<file path="src/rtl/upd_pkg.sv">
// Package for the URL percent decoder: character codes, hex helpers,
// escape phase type and the queue entry passed from front to back end.
// No dependencies.
`default_nettype none

package upd_pkg;

  localparam logic [7:0] CharPercent = 8'h25;
  localparam logic [7:0] CharPlus    = 8'h2B;
  localparam logic [7:0] CharSpace   = 8'h20;

  localparam logic [7:0] CharZero    = 8'h30;
  localparam logic [7:0] CharNine    = 8'h39;
  localparam logic [7:0] CharUpperA  = 8'h41;
  localparam logic [7:0] CharUpperF  = 8'h46;
  localparam logic [7:0] CharLowerA  = 8'h61;
  localparam logic [7:0] CharLowerF  = 8'h66;
  localparam logic [7:0] HexTen      = 8'd10;

  // Most bytes one input item can produce
  localparam int unsigned MaxBytes = 3;
  localparam int unsigned QueueDepthDef = 4;

  typedef enum logic [2:0] {
    PH_IDLE  = 3'b001,
    PH_PCT   = 3'b010,
    PH_DIGIT = 3'b100
  } upd_phase_e;

  typedef struct packed {
    logic [MaxBytes-1:0][7:0] bytes;
    logic [1:0]               count;  // 1 to 3 valid bytes, lowest first
    logic                     eoi;
  } upd_entry_t;

  typedef struct packed {
    logic full;
    logic empty;
  } upd_fifo_stat_t;

  function automatic logic is_hex(input logic [7:0] c);
    is_hex = (c >= CharZero   && c <= CharNine)   ||
             (c >= CharUpperA && c <= CharUpperF) ||
             (c >= CharLowerA && c <= CharLowerF);
  endfunction

  function automatic logic [3:0] hex_value(input logic [7:0] c);
    logic [7:0] v;
    if (c >= CharLowerA) begin
      v = c - CharLowerA + HexTen;
    end else if (c >= CharUpperA) begin
      v = c - CharUpperA + HexTen;
    end else begin
      v = c - CharZero;
    end
    hex_value = v[3:0];
  endfunction

endpackage

`default_nettype wire

</file>
<file path="src/rtl/upd_if.sv">
// Stream interfaces for the URL percent decoder: encoded input and
// decoded output channels. Depends on nothing.
`default_nettype none

interface upd_in_if;
  logic       valid;
  logic       ready;
  logic [7:0] in_byte;
  logic       end_of_input;

  modport source (output valid, output in_byte, output end_of_input, input ready);
  modport sink   (input valid, input in_byte, input end_of_input, output ready);
endinterface

interface upd_out_if;
  logic       valid;
  logic       ready;
  logic [7:0] out_byte;
  logic       end_of_output;
  logic       last_of_run;

  modport source (output valid, output out_byte, output end_of_output,
                  output last_of_run, input ready);
  modport sink   (input valid, input out_byte, input end_of_output,
                  input last_of_run, output ready);
endinterface

`default_nettype wire

</file>
<file path="src/rtl/upd_front.sv">
// Front end: accepts encoded bytes, tracks the escape phase and packs the
// bytes each item yields into one queue entry. Depends on upd_pkg, upd_if.
`default_nettype none

module upd_front (
  input  wire                clk_i,
  input  wire                rst_ni,
  upd_in_if.sink             in_i,
  input  wire                full_i,
  output logic               push_o,
  output upd_pkg::upd_entry_t entry_o
);
  import upd_pkg::*;

  upd_phase_e phase_q, phase_d;
  logic [7:0] held_q, held_d;
  logic       accept;
  logic       go_plain;
  logic [7:0] c;
  logic [MaxBytes-1:0][7:0] bytes;
  logic [1:0] n;

  assign in_i.ready = !full_i;
  assign accept     = in_i.valid && in_i.ready;
  assign c          = in_i.in_byte;

  always_comb begin
    bytes    = '0;
    n        = 2'd0;
    phase_d  = phase_q;
    held_d   = held_q;
    go_plain = 1'b0;

    unique case (phase_q)
      PH_PCT: begin
        if (is_hex(c)) begin
          held_d  = c;
          phase_d = PH_DIGIT;
        end else begin
          bytes[0] = CharPercent;
          n        = 2'd1;
          go_plain = 1'b1;
        end
      end
      PH_DIGIT: begin
        if (is_hex(c)) begin
          bytes[0] = {hex_value(held_q), hex_value(c)};
          n        = 2'd1;
          phase_d  = PH_IDLE;
        end else begin
          bytes[0] = CharPercent;
          bytes[1] = held_q;
          n        = 2'd2;
          go_plain = 1'b1;
        end
      end
      default: go_plain = 1'b1;
    endcase

    // Plain byte or broken escape: handle the byte afresh
    if (go_plain) begin
      if (c == CharPercent) begin
        phase_d = PH_PCT;
      end else begin
        phase_d  = PH_IDLE;
        bytes[n] = (c == CharPlus) ? CharSpace : c;
        n        = n + 2'd1;
      end
    end

    // Flush a pending escape on the final byte
    if (in_i.end_of_input) begin
      if (phase_d == PH_PCT) begin
        bytes[n] = CharPercent;
        n        = n + 2'd1;
      end else if (phase_d == PH_DIGIT) begin
        bytes[0] = CharPercent;
        bytes[1] = held_d;
        n        = 2'd2;
      end
      phase_d = PH_IDLE;
    end
  end

  assign push_o        = accept && (n != 2'd0);
  assign entry_o.bytes = bytes;
  assign entry_o.count = n;
  assign entry_o.eoi   = in_i.end_of_input;

  always_ff @(posedge clk_i or negedge rst_ni) begin
    if (!rst_ni) begin
      phase_q <= PH_IDLE;
      held_q  <= '0;
    end else if (accept) begin
      phase_q <= phase_d;
      held_q  <= held_d;
    end
  end

endmodule

`default_nettype wire

</file>
<file path="src/rtl/upd_fifo.sv">
// Short queue of decoded entries between front and back end.
// Depends on upd_pkg.
`default_nettype none

module upd_fifo #(
  parameter int unsigned Depth = upd_pkg::QueueDepthDef
) (
  input  wire                    clk_i,
  input  wire                    rst_ni,
  input  wire                    push_i,
  input  upd_pkg::upd_entry_t    entry_i,
  input  wire                    pop_i,
  output upd_pkg::upd_entry_t    head_o,
  output upd_pkg::upd_fifo_stat_t stat_o
);
  import upd_pkg::*;

  localparam int unsigned PtrW = (Depth > 1) ? $clog2(Depth) : 1;
  localparam int unsigned CntW = $clog2(Depth + 1);

  upd_entry_t      mem_q [Depth];
  logic [PtrW-1:0] wr_ptr_q, wr_ptr_d, rd_ptr_q, rd_ptr_d;
  logic [CntW-1:0] cnt_q, cnt_d;
  logic            push_ok, pop_ok;

  assign stat_o.full  = (cnt_q == CntW'(Depth));
  assign stat_o.empty = (cnt_q == '0);
  assign push_ok      = push_i && !stat_o.full;
  assign pop_ok       = pop_i && !stat_o.empty;
  assign head_o       = mem_q[rd_ptr_q];

  always_comb begin
    wr_ptr_d = wr_ptr_q;
    rd_ptr_d = rd_ptr_q;
    if (push_ok) begin
      wr_ptr_d = (wr_ptr_q == PtrW'(Depth - 1)) ? '0 : wr_ptr_q + 1'b1;
    end
    if (pop_ok) begin
      rd_ptr_d = (rd_ptr_q == PtrW'(Depth - 1)) ? '0 : rd_ptr_q + 1'b1;
    end
    cnt_d = cnt_q + CntW'(push_ok) - CntW'(pop_ok);
  end

  always_ff @(posedge clk_i) begin
    if (push_ok) begin
      mem_q[wr_ptr_q] <= entry_i;
    end
  end

  always_ff @(posedge clk_i or negedge rst_ni) begin
    if (!rst_ni) begin
      wr_ptr_q <= '0;
      rd_ptr_q <= '0;
      cnt_q    <= '0;
    end else begin
      wr_ptr_q <= wr_ptr_d;
      rd_ptr_q <= rd_ptr_d;
      cnt_q    <= cnt_d;
    end
  end

endmodule

`default_nettype wire

</file>
<file path="src/rtl/upd_back.sv">
// Back end: walks the bytes of the head entry one per cycle into the output
// register unless stalled; pops the entry after its last byte. Depends on upd_pkg, upd_if.
`default_nettype none

module upd_back (
  input  wire                     clk_i,
  input  wire                     rst_ni,
  input  upd_pkg::upd_entry_t     head_i,
  input  upd_pkg::upd_fifo_stat_t stat_i,
  output logic                    pop_o,
  upd_out_if.source               out_o
);
  import upd_pkg::*;

  logic [1:0] idx_q, idx_d;
  logic       vld_q, vld_d;
  logic [7:0] byte_q, sel_byte;
  logic       eoo_q, lor_q;
  logic       avail, can_load, load, last;

  assign avail    = !stat_i.empty;
  assign can_load = !vld_q || out_o.ready;
  assign load     = avail && can_load;
  assign last     = (idx_q == head_i.count - 2'd1);
  assign pop_o    = load && last;

  always_comb begin
    unique case (idx_q)
      2'd0:    sel_byte = head_i.bytes[0];
      2'd1:    sel_byte = head_i.bytes[1];
      2'd2:    sel_byte = head_i.bytes[2];
      default: sel_byte = head_i.bytes[0];
    endcase
  end

  always_comb begin
    idx_d = idx_q;
    vld_d = vld_q;
    if (can_load) begin
      vld_d = avail;
    end
    if (load) begin
      idx_d = last ? 2'd0 : idx_q + 2'd1;
    end
  end

  always_ff @(posedge clk_i or negedge rst_ni) begin
    if (!rst_ni) begin
      idx_q <= 2'd0;
      vld_q <= 1'b0;
    end else begin
      idx_q <= idx_d;
      vld_q <= vld_d;
    end
  end

  always_ff @(posedge clk_i) begin
    if (load) begin
      byte_q <= sel_byte;
      lor_q  <= last;
      eoo_q  <= last && head_i.eoi;
    end
  end

  assign out_o.valid         = vld_q;
  assign out_o.out_byte      = byte_q;
  assign out_o.end_of_output = eoo_q;
  assign out_o.last_of_run   = lor_q;

endmodule

`default_nettype wire

</file>
<file path="src/rtl/url_percent_decoder.sv">
// URL percent decoder: one encoded byte in per cycle; "%hh" becomes one
// byte, '+' becomes a space, broken or unfinished escapes pass through
// literally, and each item yields zero to three decoded bytes. Input is
// taken every cycle while the entry queue (QueueDepth entries) has room;
// the output side delivers one byte per cycle while out_o.ready allows,
// and an item yields one output byte for an ordinary byte and up to three
// for a broken escape. Each byte passes through the entry queue and the
// output register. last_of_run marks each item's last byte, end_of_output the
// final byte of a string. Depends on upd_pkg, upd_if and the submodules.
`default_nettype none

module url_percent_decoder #(
  parameter int unsigned QueueDepth = upd_pkg::QueueDepthDef
) (
  input  wire        clk_i,
  input  wire        rst_ni,
  upd_in_if.sink     in_i,
  upd_out_if.source  out_o
);
  import upd_pkg::*;

  upd_entry_t     push_entry, head;
  upd_fifo_stat_t stat;
  logic           push, pop;

  upd_front u_front (
    .clk_i   (clk_i),
    .rst_ni  (rst_ni),
    .in_i    (in_i),
    .full_i  (stat.full),
    .push_o  (push),
    .entry_o (push_entry)
  );

  upd_fifo #(
    .Depth (QueueDepth)
  ) u_fifo (
    .clk_i   (clk_i),
    .rst_ni  (rst_ni),
    .push_i  (push),
    .entry_i (push_entry),
    .pop_i   (pop),
    .head_o  (head),
    .stat_o  (stat)
  );

  upd_back u_back (
    .clk_i  (clk_i),
    .rst_ni (rst_ni),
    .head_i (head),
    .stat_i (stat),
    .pop_o  (pop),
    .out_o  (out_o)
  );

endmodule

`default_nettype wire

</file>
<file path="src/flat_wrapper.sv">
// flat-port wrapper written by rule: the top's interface ports become plain ports
module url_percent_decoder_flat import upd_pkg::*;
#(
  parameter int unsigned QueueDepth = upd_pkg::QueueDepthDef
)
  (clk_i, rst_ni, in_i_valid, in_i_in_byte, in_i_end_of_input, in_i_ready, out_o_valid, out_o_out_byte, out_o_end_of_output, out_o_last_of_run, out_o_ready);
  upd_in_if in_i_i ();
  upd_out_if out_o_i ();
  input  wire clk_i;
  input  wire rst_ni;
  input wire logic [$bits(in_i_i.valid)-1:0] in_i_valid;
  input wire logic [$bits(in_i_i.in_byte)-1:0] in_i_in_byte;
  input wire logic [$bits(in_i_i.end_of_input)-1:0] in_i_end_of_input;
  output wire logic [$bits(in_i_i.ready)-1:0] in_i_ready;
  output wire logic [$bits(out_o_i.valid)-1:0] out_o_valid;
  output wire logic [$bits(out_o_i.out_byte)-1:0] out_o_out_byte;
  output wire logic [$bits(out_o_i.end_of_output)-1:0] out_o_end_of_output;
  output wire logic [$bits(out_o_i.last_of_run)-1:0] out_o_last_of_run;
  input wire logic [$bits(out_o_i.ready)-1:0] out_o_ready;
  assign in_i_i.valid = in_i_valid;
  assign in_i_i.in_byte = in_i_in_byte;
  assign in_i_i.end_of_input = in_i_end_of_input;
  assign in_i_ready = in_i_i.ready;
  assign out_o_valid = out_o_i.valid;
  assign out_o_out_byte = out_o_i.out_byte;
  assign out_o_end_of_output = out_o_i.end_of_output;
  assign out_o_last_of_run = out_o_i.last_of_run;
  assign out_o_i.ready = out_o_ready;
  url_percent_decoder #(.QueueDepth(QueueDepth)) u_core (.clk_i(clk_i), .rst_ni(rst_ni), .in_i(in_i_i), .out_o(out_o_i));
endmodule
</file>
<file path="config.mk">
export PLATFORM = sky130hd
export DESIGN_NAME = url_percent_decoder_flat
export DESIGN_NICKNAME = d
export VERILOG_FILES = /design/src/rtl/upd_pkg.sv /design/src/rtl/upd_if.sv /design/src/rtl/upd_front.sv /design/src/rtl/upd_fifo.sv /design/src/rtl/upd_back.sv /design/src/rtl/url_percent_decoder.sv /design/src/flat_wrapper.sv
export SDC_FILE = /design/constraint.sdc
export NUM_CORES = 1
export LEC_CHECK = 0
export BUFFER_PORTS_ARGS = -buffer_cell sky130_fd_sc_hd__buf_2
export CAP_MARGIN = 20
export CORE_AREA = 2 2 118 120
export CTS_BUF_LIST = sky130_fd_sc_hd__clkbuf_2 sky130_fd_sc_hd__clkbuf_4 sky130_fd_sc_hd__clkbuf_8
export DETAILED_ROUTE_END_ITERATION = 10
export DIE_AREA = 0 0 120 122
export PLACE_DENSITY_LB_ADDON = 0.12
export SLEW_MARGIN = 10
export SYNTH_ARGS = -nofsm -noshare
export SYNTH_HDL_FRONTEND = slang
export SYNTH_HIERARCHICAL = 1
export SYNTH_SLANG_ARGS = --single-unit
</file>
<file path="constraint.sdc">
create_clock -name clk_i -period 5.88 [get_ports clk_i]
set_input_delay 0.294 -clock clk_i [delete_from_list [all_inputs] [get_ports clk_i]]
set_output_delay 0.294 -clock clk_i [all_outputs]
set_load 0.03 [all_outputs]
</file>
==> impl_metrics.json, run 1 <==
{
  "rr_worst_depth": 17,
  "clock_latency_ps": 430,
  "synthArstFlopShare_pct": 15.1,
  "synth_flop_cell": "edfxtp_1",
  "critPathRequiredTime_ps": 6240,
  "critical_path_class": "in2reg",
  "drive_gt1_share_pct": 22.6,
  "multi_input_area_um2": 2270,
  "critPathMaxStageDelay_ps": 570,
  "globalplace.congestion": 0.939,
  "post-synth-top-area-cell": "edfxtp_1",
  "rsz0062_at_grt": "false",
  "yosysSeqAreaShare_pct": 62.3,
  "max_slew_margin_pct": 57.3,
  "cts_resized": 0,
  "insertedDiodeCount": 0,
  "timing.setup.tns_ps": 0,
  "critical-path-top-delay-family": "adder cells",
  "netlist_area_um2": 6540,
  "core_area_um2": 13500,
  "htree_levels": 4,
  "cts_root_buf": "clkbuf_8",
  "hold_depth": 3,
  "cp_num_buf_inv": 4,
  "rows": 43,
  "crit_chain": "buf_2 > inv_1 > ha_1 > nor4bb_1 > a211o_1 > nor3_1 > a21oi_1 > ha_1 > a31oi_1 > ha_1 > a31o_2 > a21oi_1 > nor2b_1 > inv_1 > ha_1 > inv_1 > ha_1 > fa_1 > xnor2_1 > xnor2_1",
  "port_buffers": 24,
  "start_util_pct": 48.4,
  "slew_viol_final": 0,
  "grt_pass1_wl_mm": 21.1,
  "fin_worst_skew_ps": 8.44,
  "viasPerCell": 5.75,
  "cp-end-kind": "register",
  "power_leakage_nw": 2.70,
  "min_period_over_period_pct": 78.2,
  "final_cells": 663,
  "min_period_ps": 4600,
  "clock_path_buffers": 2,
  "die-area_um2": 14600,
  "synth-seq-cells": 139,
  "startpoint_type": "input pin",
  "dp_hpwl_mm": 8.97,
  "maxCapViolCount": 0,
  "track_usage_pct": 19.8,
  "r2r_slack_ps": 1580,
  "crit_path_frequent_cell": "ha_1",
  "synthTopCellsByCount": "edfxtp_1 (118), nand2_1 (27), mux4_2 (26)",
  "nets": 506,
  "grt_pass1_vias": 3838,
  "die_y_um": 122,
  "max_freq_mhz": 217,
  "syn_nets": 468,
  "antenna_found_initial": 0,
  "ir_drop_mv": 0.182,
  "routed-via-count": 3813,
  "clkSlewWorstSetupHoldPaths_ps": 70,
  "synth_top_area_share_pct": 54.2,
  "cts_tree": "yes",
  "regArea_um2": 4070,
  "status": "completed",
  "crit_slowest_cell": "nor4bb_1",
  "synth_area_leaders": "edfxtp_1 (54%), mux4_2 (9.0%), dfrtp_1 (7.7%)",
  "dp_cells": 629,
  "synth_edf_count": 118,
  "area_growth_pct": 10.6,
  "ios": 25,
  "postCtsSetupRepairBufs": 0,
  "wl_per_cell_um": 20.2,
  "cts_hold_buf": 1,
  "grt_max_degree": 30,
  "hold_class": "in2reg",
  "wl_mm": 13.4,
  "grt_overflow": 0,
  "syn_avg_cell_area_um2": 15.1,
  "drt_iter0_markers": 251,
  "path_depth": 20,
  "finalSetupViolCount": 0,
  "power_density_nw_per_um2": 426,
  "cts_buffers": 17,
  "syn_inst": 432,
  "hold_viol_final": 0,
  "synth_warnings": 6,
  "worstPathArrival_ps": 4950,
  "nFillCells": 1134,
  "cp_max_fo": 7,
  "die_width_um": 120,
  "p_total_mw": 3.08,
  "post-place-ws_ps": 939,
  "synthMostInstantiatedCell": "edfxtp_1",
  "ys_types": 68,
  "clock_sinks": 139,
  "timing.final.ws_setup_ps": 1280,
  "tightest_slew_ps": 633,
  "drc_errors": 0,
  "antenna_left": 0,
  "drt_first_pass_iters": 5
}
==> path summary, 6_finish.rpt <==
| kind | startpoint | end |
|---|---|---|
| setup reg to reg | u_core/u_front/phase_q[1] | u_core/u_fifo/cnt_q[2] |
| max in group asynchronous | rst_ni | u_core/u_fifo/rd_ptr_q[0] |
| hold reg to reg | u_core/u_front/phase_q[0] | u_core/u_front/phase_q[0] |
| hold / removal | out_o_ready | u_core/u_back/out_o.valid |
| min in group asynchronous | rst_ni | u_core/u_fifo/cnt_q[1] |
| setup / recovery | in_i_in_byte[0] | u_core/u_fifo/cnt_q[2] |
==> worst register-to-register path, stage by stage (launching register included) <==
cell and delay [ps]:
dfrtp_1 410, nor2_1 140, nand2_1 140, nor3_1 370, a21oi_1 140, ha_1 310, a31oi_1 340, ha_1 340
a31o_2 210, a21oi_1 160, nor2b_1 370, inv_1 90, ha_1 290, inv_1 40, ha_1 190, fa_1 380
xnor2_1 180, xnor2_1 140
==> layout by cell type, fill, tap and decap left out, drive strengths merged, types with 2 or more instances in the layout <==
| cell type | n |
|---|---|
| o22ai | 6 |
| a211oi | 3 |
| a21boi | 2 |
| o21ai | 24 |
| nand2 | 28 |
| mux4 | 27 |
| clkbuf | 22 |
| clkinvlp | 2 |
| mux2i | 4 |
| nor4b | 3 |
| nand2b | 3 |
| ha | 22 |
| or4b | 2 |
| a22oi | 10 |
| dfrtp | 20 |
| edfxtp | 118 |
| bufinv | 2 |
| nand3b | 2 |
| o211a | 2 |
| inv | 24 |
| nor3 | 2 |
| nand3 | 16 |
| buf | 33 |
| nor2b | 3 |
| a21oi | 8 |
| nor2 | 21 |
| xor2 | 2 |
| nor3b | 4 |
| clkinv | 6 |
| a32o | 2 |
| mux2 | 8 |
| or3 | 2 |
| a31oi | 7 |
| a211o | 2 |
| and2 | 10 |
| xnor2 | 6 |
| a21o | 3 |
==> area by class of cell <==
| type | instances | share of cell area, % |
|---|---|---|
| clock buffer | 22 | 3.76 |
| clock inverter | 10 | 1.38 |
| inverter | 24 | 1.25 |
| multi-input combinational | 254 | 31.4 |
| sequential | 139 | 56.3 |
| tap | 180 | 3.12 |
| timing repair buffer | 34 | 2.73 |
==> through the flow <==
step	hold WS (ps)	instance area [um^2]	util (%)
2_1_floorplan	-1.59	6540	-
3_3_place_gp	314	6840	50.6
3_5_place_dp	323	6840	50.6
4_1_cts	162	7220	53.5
5_1_grt	180	7230	53.5
6_report	186	7230	53.5
==> routing by layer <==
metal / routed length [um] / track usage [%]
met5: 0 / 0
met4: 263 / 7.28
met3: 581 / 4.78
met2: 6370 / 31.0
met1: 6150 / 27.2
==> kinds of logic after synthesis <==
family | synth area share, %
compound gates | 8.56
xor+xnor | 1.07
fa+ha+maj | 4.52
buf+inv | 2.97
flops | 62.3
mux | 11.6
simple gates | 8.98
==> sequential cells by signal, indices dropped and copies added (netlist names) <==
register and count:
u_core/u_fifo/cnt_q 3, u_core/u_fifo/rd_ptr_q 2, u_core/u_back/out_o.last_of_run 1, u_core/u_fifo/mem_q 108
u_core/u_back/out_o.end_of_output 1, u_core/u_fifo/wr_ptr_q 2, u_core/u_back/out_o.valid 1, u_core/u_front/held_q 8
u_core/u_back/idx_q 2, u_core/u_back/out_o.out_byte 8, u_core/u_front/phase_q 3
==> report_power, final <==
group | internal [mW] | total [mW] | switching (mW)
sequential | 1.33 | 1.41 | 0.0823
clock | 0.392 | 0.720 | 0.327
combinational | 0.396 | 0.947 | 0.551
(Power assumes the default switching activity.)
==> inputs of run 2 (changes only) <==
==> constraint.sdc (replaced) <==
create_clock -name clk_i -period 4.64 [get_ports clk_i]
set_input_delay 0.232 -clock clk_i [delete_from_list [all_inputs] [get_ports clk_i]]
set_output_delay 0.232 -clock clk_i [all_outputs]
set_load 0.03 [all_outputs]
==> impl_metrics.json, run 2 (synthesized netlist as in run 1, its figures left out) <==
{
  "max_slew_margin_pct": 30.0,
  "drc_errors": 0,
  "final_cell_mix": "edfxtp_1 (118), nand2_1 (27), mux4_2 (26), buf_2 (24), inv_1 (24)",
  "tightest_slew_ps": 1050,
  "cts_root_buf": "clkbuf_8",
  "port_buffers": 24,
  "rsz0062_at_grt": "false",
  "drive_gt1_share_pct": 23.2,
  "maxCapViolCount": 0,
  "met3_usage_pct": 4.40,
  "cp-end-kind": "register",
  "startpoint_type": "input pin",
  "top_usage_layer": "met2",
  "clock_latency_ps": 440,
  "rows": 43,
  "max_freq_mhz": 250,
  "worstPathArrival_ps": 4370,
  "die-area_um2": 14600,
  "clkSlewWorstSetupHoldPaths_ps": 70,
  "insertedDiodeCount": 0,
  "routed-via-count": 3870,
  "grt_util_met1_pct": 27.2,
  "postCtsSetupRepairBufs": 0,
  "min_period_ps": 4010,
  "start_util_pct": 48.4,
  "finalSetupViolCount": 0,
  "nets": 511,
  "antenna_left": 0,
  "cp_max_fo": 7,
  "track_usage_pct": 20.3,
  "antenna_found_initial": 0,
  "grt_overflow": 0,
  "cts_buffers": 17,
  "hold_viol_final": 0,
  "use_met2_pct": 32.1,
  "critical_path_class": "in2reg",
  "placed_cell_area_um2": 6930,
  "viasPerCell": 5.80,
  "clock_path_buffers": 2,
  "largest_register_ffs": 108,
  "drt_first_pass_iters": 5,
  "final_common_cell": "edfxtp_1",
  "status": "completed",
  "drt_iter0_markers": 304,
  "hold_class": "in2reg",
  "dp_hpwl_mm": 9.15,
  "core_area_um2": 13500,
  "min_period_over_period_pct": 86.3,
  "cts_tree": "yes",
  "power_density_nw_per_um2": 554,
  "largest_register": "u_core/u_fifo/mem_q",
  "grt_pass1_vias": 3814,
  "fin_worst_skew_ps": 9.74,
  "nFillCells": 1114,
  "ir_drop_mv": 0.180,
  "die_width_um": 120,
  "die_y_um": 122,
  "grt_max_degree": 30,
  "grt_pass1_wl_mm": 21.5,
  "design_area_um2": 7380,
  "htree_levels": 4,
  "slew_viol_final": 0,
  "area_growth_pct": 12.9,
  "wl_per_cell_um": 20.6,
  "clock_sinks": 139,
  "power_leakage_nw": 2.77,
  "timing.setup.tns_ps": 0,
  "ios": 25,
  "critPathRequiredTime_ps": 5010,
  "globalplace.congestion": 0.919,
  "wl_mm": 13.7
}
[run 2: changes by cell type in the layout (fill, tap and decap cells not counted), sizes merged]
cell and delta:
buf +5, clkbuf -5, bufinv +3, clkinv +2, clkinvlp -2, inv +1
[run 2: report_power, final]
part	internal (mW)	switching [mW]	total [mW]	leakage (nW)
clock	0.630	0.443	1.07	0.220
combinational	0.530	0.710	1.24	1.19
sequential	1.69	0.0916	1.78	1.36
total	2.85	1.24	4.09	2.77
[run 2: area by class of cell]
type,count,area (um^2),share of cell area [%]
Clock buffer,17,234,3.17
Timing Repair Buffer,39,285,3.87
Multi-Input combinational cell,254,2270,30.8
Tap cell,180,225,3.05
Inverter,24,90.1,1.22
Clock inverter,14,201,2.73
Sequential cell,139,4070,55.2
[run 2: routing by layer]
layer	up-vias	wire [um]
li1	1765	-
met1	1963	6210
met2	128	6680
met3	14	669
met4	0	176
met5	-	0
[run 2: what timing repair did]
| item | 4_1_cts | 5_1_grt |
|---|---|---|
| hold buffers | 1 | 0 |
| gates resized for setup | 0 | 0 |
| hold endpoints to repair | 20 | 0 |
[run 2: worst max-delay path, cell delays in order]
cell and delay (ps):
buf_2 130, inv_1 140, ha_1 310, nor3b_1 140, a211o_1 320, nor3_1 380, a21oi_1 150, ha_1 320
a31oi_1 180, ha_1 290, a31o_2 210, a21oi_1 150, nor2b_1 190, inv_1 60, ha_1 270, inv_1 40
ha_1 180, fa_1 380, xnor2_1 170, xnor2_1 130
[run 2: path summary, 6_finish.rpt]
path | startpoint | end | slack [ps] | cells past startpoint
max in group asynchronous | rst_ni | u_core/u_fifo/rd_ptr_q[0] | 3930 | 2
max reg2reg | u_core/u_front/phase_q[1] | u_core/u_fifo/cnt_q[2] | 780 | 17
min in group asynchronous | rst_ni | u_core/u_back/idx_q[0] | 310 | 2
max | in_i_in_byte[1] | u_core/u_fifo/cnt_q[2] | 630 | 20
min reg2reg | u_core/u_front/phase_q[0] | u_core/u_front/phase_q[0] | 520 | 2
min | out_o_ready | u_core/u_back/out_o.valid | 100 | 3
[run 2: through the flow]
stage          worst slack, ps  hold WS, ps  cells  power, mW  utilization (%)
2_1_floorplan              349        -63.6    432       2.73                -
3_3_place_gp               319          248    635       3.05             51.3
3_5_place_dp               257          254    635       3.07             51.3
4_1_cts                    724         86.0    667       4.15             54.6
5_1_grt                    362         96.9    667       4.32             54.6
6_report                   634          104    667       4.09             54.6
==> inputs of run 3 (changes only) <==
--- a/config.mk
+++ b/config.mk
@@ -7,10 +7,10 @@
 export LEC_CHECK = 0
 export BUFFER_PORTS_ARGS = -buffer_cell sky130_fd_sc_hd__buf_2
 export CAP_MARGIN = 20
-export CORE_AREA = 2 2 118 120
+export CORE_AREA = 5 5 168 170
 export CTS_BUF_LIST = sky130_fd_sc_hd__clkbuf_2 sky130_fd_sc_hd__clkbuf_4 sky130_fd_sc_hd__clkbuf_8
 export DETAILED_ROUTE_END_ITERATION = 10
-export DIE_AREA = 0 0 120 122
+export DIE_AREA = 0 0 173 175
 export PLACE_DENSITY_LB_ADDON = 0.12
 export SLEW_MARGIN = 10
 export SYNTH_ARGS = -nofsm -noshare
==> impl_metrics.json, run 3 (synthesized netlist as in run 1, its figures left out) <==
{
  "status": "completed",
  "core_area_um2": 26600,
  "start_util_pct": 24.6,
  "die_y_um": 175,
  "drt_iter0_markers": 237,
  "min_period_over_period_pct": 87.2,
  "min_period_ps": 4050,
  "final_cell_mix": "edfxtp_1 (118), nand2_1 (27), mux4_2 (26), buf_2 (24), inv_1 (24)",
  "cp_max_fo": 7,
  "whs_ps": 125,
  "dp_hpwl_mm": 10.7,
  "cts_root_buf": "clkbuf_8",
  "track_usage_pct": 10.8,
  "hold_class": "in2reg",
  "clkSlewWorstSetupHoldPaths_ps": 80,
  "ios": 25,
  "fin_worst_skew_ps": 11.7,
  "grt_pass1_vias": 4075,
  "design_area_um2": 7550,
  "final_common_cell": "edfxtp_1",
  "largest_register_ffs": 108,
  "maxCapViolCount": 0,
  "cts_resized": 0,
  "tightest_slew_ps": 690,
  "antenna_left": 0,
  "final_cells": 830,
  "critical_path_class": "in2reg",
  "finalSetupViolCount": 0,
  "placed_cell_area_um2": 7140,
  "drc_errors": 0,
  "grt_max_degree": 28,
  "rsz0062_at_grt": "false",
  "die-area_um2": 30300,
  "insertedDiodeCount": 0,
  "clock_latency_ps": 430,
  "drive_gt1_share_pct": 23.7,
  "port_buffers": 24,
  "largest_register": "u_core/u_fifo/mem_q",
  "globalplace.congestion": 0.839,
  "max_freq_mhz": 247,
  "clock_sinks": 139,
  "cts_buffers": 17,
  "timing.setup.tns_ps": 0,
  "critPathRequiredTime_ps": 5000,
  "timing.final.ws_setup_ps": 592,
  "nFillCells": 2736,
  "max_slew_margin_pct": 53.5,
  "grt_pass1_wl_mm": 24.6,
  "drt_first_pass_iters": 4,
  "power_leakage_nw": 2.75,
  "clock_path_buffers": 2,
  "htree_levels": 4,
  "r2r_slack_ps": 770,
  "routed-via-count": 3773,
  "antenna_found_initial": 0,
  "worstPathArrival_ps": 4410,
  "viasPerCell": 4.55,
  "post-place-ws_ps": 98.0,
  "hold_viol_final": 0,
  "dp_cells": 797,
  "cts_tree": "yes",
  "wl_per_cell_um": 18.8,
  "startpoint_type": "input pin",
  "slew_viol_final": 0,
  "rows": 60,
  "nets": 512,
  "wl_mm": 15.6,
  "die_width_um": 173,
  "cp-end-kind": "register",
  "ir_drop_mv": 0.215,
  "power_density_nw_per_um2": 535,
  "area_growth_pct": 15.5,
  "grt_overflow": 0
}
run 3: metal layers:
layer | vias up | GRT usage, % | share of wire (%)
met1 | 1931 | 14.1 | 47
met5 | - | 0 | 0
met2 | 67 | 17.7 | 48
li1 | 1757 | - | -
met3 | 18 | 2.73 | 3.6
met4 | 0 | 3.46 | 1.5
run 3: final timing paths:
| kind | end | startpoint | cells after the start |
|---|---|---|---|
| hold / removal | u_core/u_back/out_o.valid | out_o_ready | 3 |
| hold reg to reg | u_core/u_front/phase_q[0] | u_core/u_front/phase_q[0] | 2 |
| max in group asynchronous | u_core/u_fifo/rd_ptr_q[0] | rst_ni | 2 |
| setup reg to reg | u_core/u_fifo/cnt_q[2] | u_core/u_front/phase_q[1] | 17 |
| setup / recovery | u_core/u_fifo/cnt_q[2] | in_i_in_byte[1] | 20 |
| min in group asynchronous | u_core/u_front/phase_q[1] | rst_ni | 2 |
run 3: cell type report:
class                      instances  area (um^2)  share of cell area, %
sequential                       139         4070                   53.9
multi-input combinational        254         2270                   30.1
tap                              341          427                   5.65
timing repair buffer              40          293                   3.88
clock buffer                      18          241                   3.20
clock inverter                    14          153                   2.02
inverter                          24         90.1                   1.19
run 3: repair_timing:
action,in CTS,in global routing
hold buffers,1,0
endpoints found under the hold margin,20,0
setup buffers,0,0
run 3: metrics by stage:
stage	power, mW	utilization [%]
2_1_floorplan	2.73	-
3_3_place_gp	3.11	26.9
3_5_place_dp	3.14	26.9
4_1_cts	4.14	28.4
5_1_grt	4.33	28.4
6_report	4.04	28.4
run 3: power by group:
group / internal [mW] / switching [mW]
clock: 0.529 / 0.451
combinational: 0.534 / 0.708
sequential: 1.69 / 0.129
run 3: critical path, cell delays in order:
cell	delay [ps]
buf_2	130
inv_1	130
ha_1	300
nor3b_1	130
a211o_1	330
nor3_1	390
a21oi_1	150
ha_1	320
a31oi_1	190
ha_1	280
a31o_2	200
a21oi_1	160
nor2b_1	200
inv_1	70
ha_1	270
inv_1	40
ha_1	180
fa_1	380
xnor2_1	170
xnor2_1	140
